$ cat src/rtl/vfcm_ram.sv
module vfcm_ram #(
  parameter int WIDTH = 8,
  parameter int DEPTH = 16,
  localparam int AW = (DEPTH > 1) ? $clog2(DEPTH) : 1
) (
  input  logic             clk,
  input  logic             we,
  input  logic [AW-1:0]    waddr,
  input  logic [WIDTH-1:0] wdata,
  input  logic [AW-1:0]    raddr,
  output logic [WIDTH-1:0] rdata
);

  logic [WIDTH-1:0] mem [DEPTH];

  // Simple dual-port array with a registered read.
  always_ff @(posedge clk) begin
    if (we) begin
      mem[waddr] <= wdata;
    end
    rdata <= mem[raddr];
  end

endmodule
$ cat config.mk
export PLATFORM = sky130hd
export DESIGN_NAME = vfcm_ram
export DESIGN_NICKNAME = d
export VERILOG_FILES = /design/src/rtl/vfcm_ram.sv
export SDC_FILE = /design/constraint.sdc
export NUM_CORES = 1
export LEC_CHECK = 0
export ABC_AREA = 1
export BUFFER_PORTS_ARGS = -buffer_cell sky130_fd_sc_hd__buf_2
export CAP_MARGIN = 20
export CORE_ASPECT_RATIO = 1.1
export CORE_MARGIN = 2
export CORE_UTILIZATION = 49
export CTS_BUF_LIST = sky130_fd_sc_hd__clkbuf_4 sky130_fd_sc_hd__clkbuf_8
export DETAILED_ROUTE_END_ITERATION = 8
export PLACE_DENSITY_LB_ADDON = 0.25
export SLEW_MARGIN = 20
export SYNTH_ARGS = -nofsm -noshare
export SYNTH_HDL_FRONTEND = slang
export SYNTH_SLANG_ARGS = --single-unit
export TNS_END_PERCENT = 30
$ cat constraint.sdc
create_clock -name clk -period 1.25 [get_ports clk]
set_input_delay 0.0625 -clock clk [delete_from_list [all_inputs] [get_ports clk]]
set_output_delay 0.0625 -clock clk [all_outputs]
set_load 0.02 [all_outputs]
After elaboration in Yosys (flattened, before gate mapping)
Memory sizes are Yosys's and may differ from the RTL's. A register that Yosys moved wholly into a read port is not among the register bits.
Cells that the tools add are included.
Widths: inputs -> output; s select.
{"block": "word_totals", "reg_bits": 0, "ram_bits": 128, "in_bits": 18, "out_inout_bits": 8, "word_cells": 3, "n_memories": 1}
{"block": "classes", "n_mux": 2}
{"memory": "mem", "words": 16, "word_bits": 8, "read_ports": 1, "rd_ports_with_merged_regs": 1, "write_ports": 1, "line_no": "14", "source": "logic [WIDTH-1:0] mem [DEPTH];"}
{"operator": "$mux 1", "count": 2}

Logic depth before layout (Yosys ltp)
{"block": "logic_depth", "ltp_word": 2, "mapped_depth": 8, "ltp_nobuf": 7}

Least setup slack after synthesis
OpenSTA, ideal clock, no wires.
{"block": "synth_path", "path_kind": "input to register", "from": "in waddr[2]", "to": "mem mem[10][0] (enable)", "setup_ns": 0.370, "arrival_ns": 0.643, "required_time_ns": 0.880, "setup_slack_ns": 0.237, "cell_stages": 2, "n_path_buf": 0, "path_cell_list": "nand3b_1 nor2_1"}
{"item": "from (decl)", "line_no": "8", "source": "input logic [AW-1:0] waddr,"}
{"item": "to (decl)", "line_no": "14"}
No word-level cell before the write port.

Worst setup path after layout
{"block": "layout_path", "from": "reg rdata[6] (read register of mem)", "to": "out rdata[6]"}
{"item": "from (decl)", "line_no": "11", "source": "output logic [WIDTH-1:0] rdata"}
No word-level cell between the ends.

==> reports/metrics.yaml <==
run_status:
  status: "finished, final reports clean"
pwr:
  p_leak_nw: 2.83
  p_per_area_mw_per_mm2: 1390
  ir_drop_mv: 0.751
worst_setup_path:
  path_cells: "buf_2"
  criticalPathCategory: "reg2out"
  cp_max_fo: 1
  slowest_stage: "dfxtp_1"
  max_stage_delay_ns: 0.38
  cp-end-kind: "output pin"
  critPathRequiredTime_ns: 1.19
  cp.buffers_inverters: 1
  crit_family: "flip-flops"
  crit_arrival_ns: 1.00
  start_kind: "register"
finish:
  drive_above_1_share_pct: 13.6
  n_antenna_cell: 0
  seq_area_sq_mm: 0.00400
  syn2layout_area_growth_pct: 13.3
  nets: 616
  fill_cells: 989
  fin_area_sq_mm: 0.00653
  multi_input_comb_area_sq_mm: 0.00121
sta:
  fin_crit_ns: 1.07
  rsz0062_at_grt: "false"
  finalSetupViolCount: 0
  worst_pin_slew_ns: 0.391
  min_period_over_period_pct: 85.3
  slew_viol_final: 0
  slew_headroom_pct: 73.9
  clock.fmax_mhz: 938
  clock_skew_ns: 0.00802
  tns_ns: 0
  final-hold-violation-count: 0
grt:
  grt_max_degree: 40
  grt_pass1_vias: 3724
  grt_usage_pct: 21.8
  overflow: 0
  grt_pass1_wl_um: 20000
  grt_antenna_before_repair: 0
routing:
  wl_um: 12900
  avgRoutedWirePerCell_um: 17.0
  vias: 3892
  drc: 0
  dr.pass1.iters: 5
  via_per_inst: 5.11
  postRouteAntennaNets: 0
  drt_iter0_markers: 283
place:
  gp_congestion: 0.902
  dp_hpwl_um: 8350
  place_area_sq_mm: 0.00616
  portBuffers: 25
clock_network:
  numCtsBuffers: 17
  htree_levels: 4
  cts_tree: "yes"
  clk_pin_slew_ns: 0.08
  cts_sinks: 136
  clk_path_buf_depth: 2
  root_buffer: "clkbuf_8"
  post-cts-setup-buffers: 0
  clk_latency_ns: 0.44
synthesis:
  synthMostInstantiatedCell: "nand2_1"
  netlist_instances: 551
  synth_common_cells: "173 x nand2_1, 128 x edfxtp_1, 100 x inv_1"
  avgSynthCellArea_sq_um: 10.5
  ys_ff_latch: 136
  synth_edf_count: 128
  yosys_warnings: 0
  netlist_area_sq_mm: 0.00577
  synthArstFlopShare_pct: 0
  syn_nets: 569
  ys.flop_type: "edfxtp_1"
  synth.distinct_cells: 12
  yosysTopAreaCell: "edfxtp_1"
  ys_seq_area_share_pct: 69.4
  synth_top_area_share_pct: 66.7
  synth_area_leaders: "edfxtp_1 67%, nand2_1 11%, nand3_1 8.4%, inv_1 6.5%, dfxtp_1 2.8%"
floorplanning:
  core_area_sq_mm: 0.0115
  fp-row-count: 41
  ioPinCount: 26
  die_w_um: 107
  die_y_um: 118
  start_util_pct: 50.2
  die_area_sq_mm: 0.0127
min_path:
  min_path_type: "in2reg"
run:
  drv_cap: 0
per-stage QoR:
step	power [mW]	utilization (%)	cells	worst slack, ns	hold WS [ns]
finish	9.08	56.8	761	0.183	0.0285
global route	9.38	56.8	761	0.149	0.0185
CTS	9.14	56.8	761	0.163	0.0124
detailed placement	5.90	53.6	728	0.0977	0.439
global placement	5.89	53.6	728	0.111	0.439
floorplan	5.61	-	551	0.237	0.161
final timing paths:
kind / start / endpoint / slack, ns / depth (start not counted)
max reg2reg: mem[5][6]$_DFFE_PP_ / rdata[6]$_DFF_P_ / 0.25 / 6
min reg2reg: mem[12][1]$_DFFE_PP_ / rdata[1]$_DFF_P_ / 0.67 / 6
min: wdata[1] / mem[7][1]$_DFFE_PP_ / 0.03 / 1
max: rdata[6]$_DFF_P_ / rdata[6] / 0.18 / 1
final cells by class:
class	instances	share of cell area, %
timing repair buffer	52	5.82
tap	150	2.87
clock buffer	17	3.58
sequential	136	61.3
multi-input combinational	289	18.6
clock inverter	15	1.99
inverter	102	5.86
flip-flops by register name, indices dropped and copies added, names as in the netlist:
| register | cells |
|---|---|
| rdata | 8 |
| mem | 128 |
power breakdown:
group | switching [mW] | internal (mW)
combinational | 0.467 | 0.207
clock | 1.72 | 1.56
sequential | 0.0382 | 5.09
per-layer routing:
| layer | wire (um) | up-vias | global-route usage [%] |
|---|---|---|---|
| met2 | 6370 | 137 | 34.7 |
| met4 | 225 | 0 | 7.61 |
| met3 | 926 | 20 | 5.09 |
| met5 | 0 | - | 0 |
| met1 | 5390 | 1868 | 29.5 |
| li1 | - | 1867 | - |
cell usage in the layout (no fill, tap or decap):
| master | instances |
|---|---|
| nand2_1 | 173 |
| edfxtp_1 | 128 |
| inv_1 | 100 |
| nand3_1 | 97 |
| buf_2 | 25 |
| buf_4 | 22 |
| nor2_1 | 17 |
| clkbuf_8 | 17 |
| dfxtp_1 | 8 |
| clkinvlp_4 | 7 |
| buf_12 | 4 |
| inv_2 | 2 |
| nand3b_1 | 2 |
| clkinv_4 | 2 |
| inv_6 | 2 |
| clkinv_1 | 2 |
| clkinv_2 | 1 |
| bufinv_16 | 1 |
| dlygate4sd3_1 | 1 |
kinds of logic after synthesis:
| logic type | count (synthesis) | synth area share [%] |
|---|---|---|
| DFF | 136 | 69.4 |
| and+or+nand+nor | 289 | 21.0 |
| buffers and inverters | 126 | 9.52 |
what timing repair did:
action,CTS,global route
endpoints found under the hold margin,4,0
gates resized for setup,0,0
hold buffers,1,0
No activity file was read; power rests on OpenSTA's default activity.
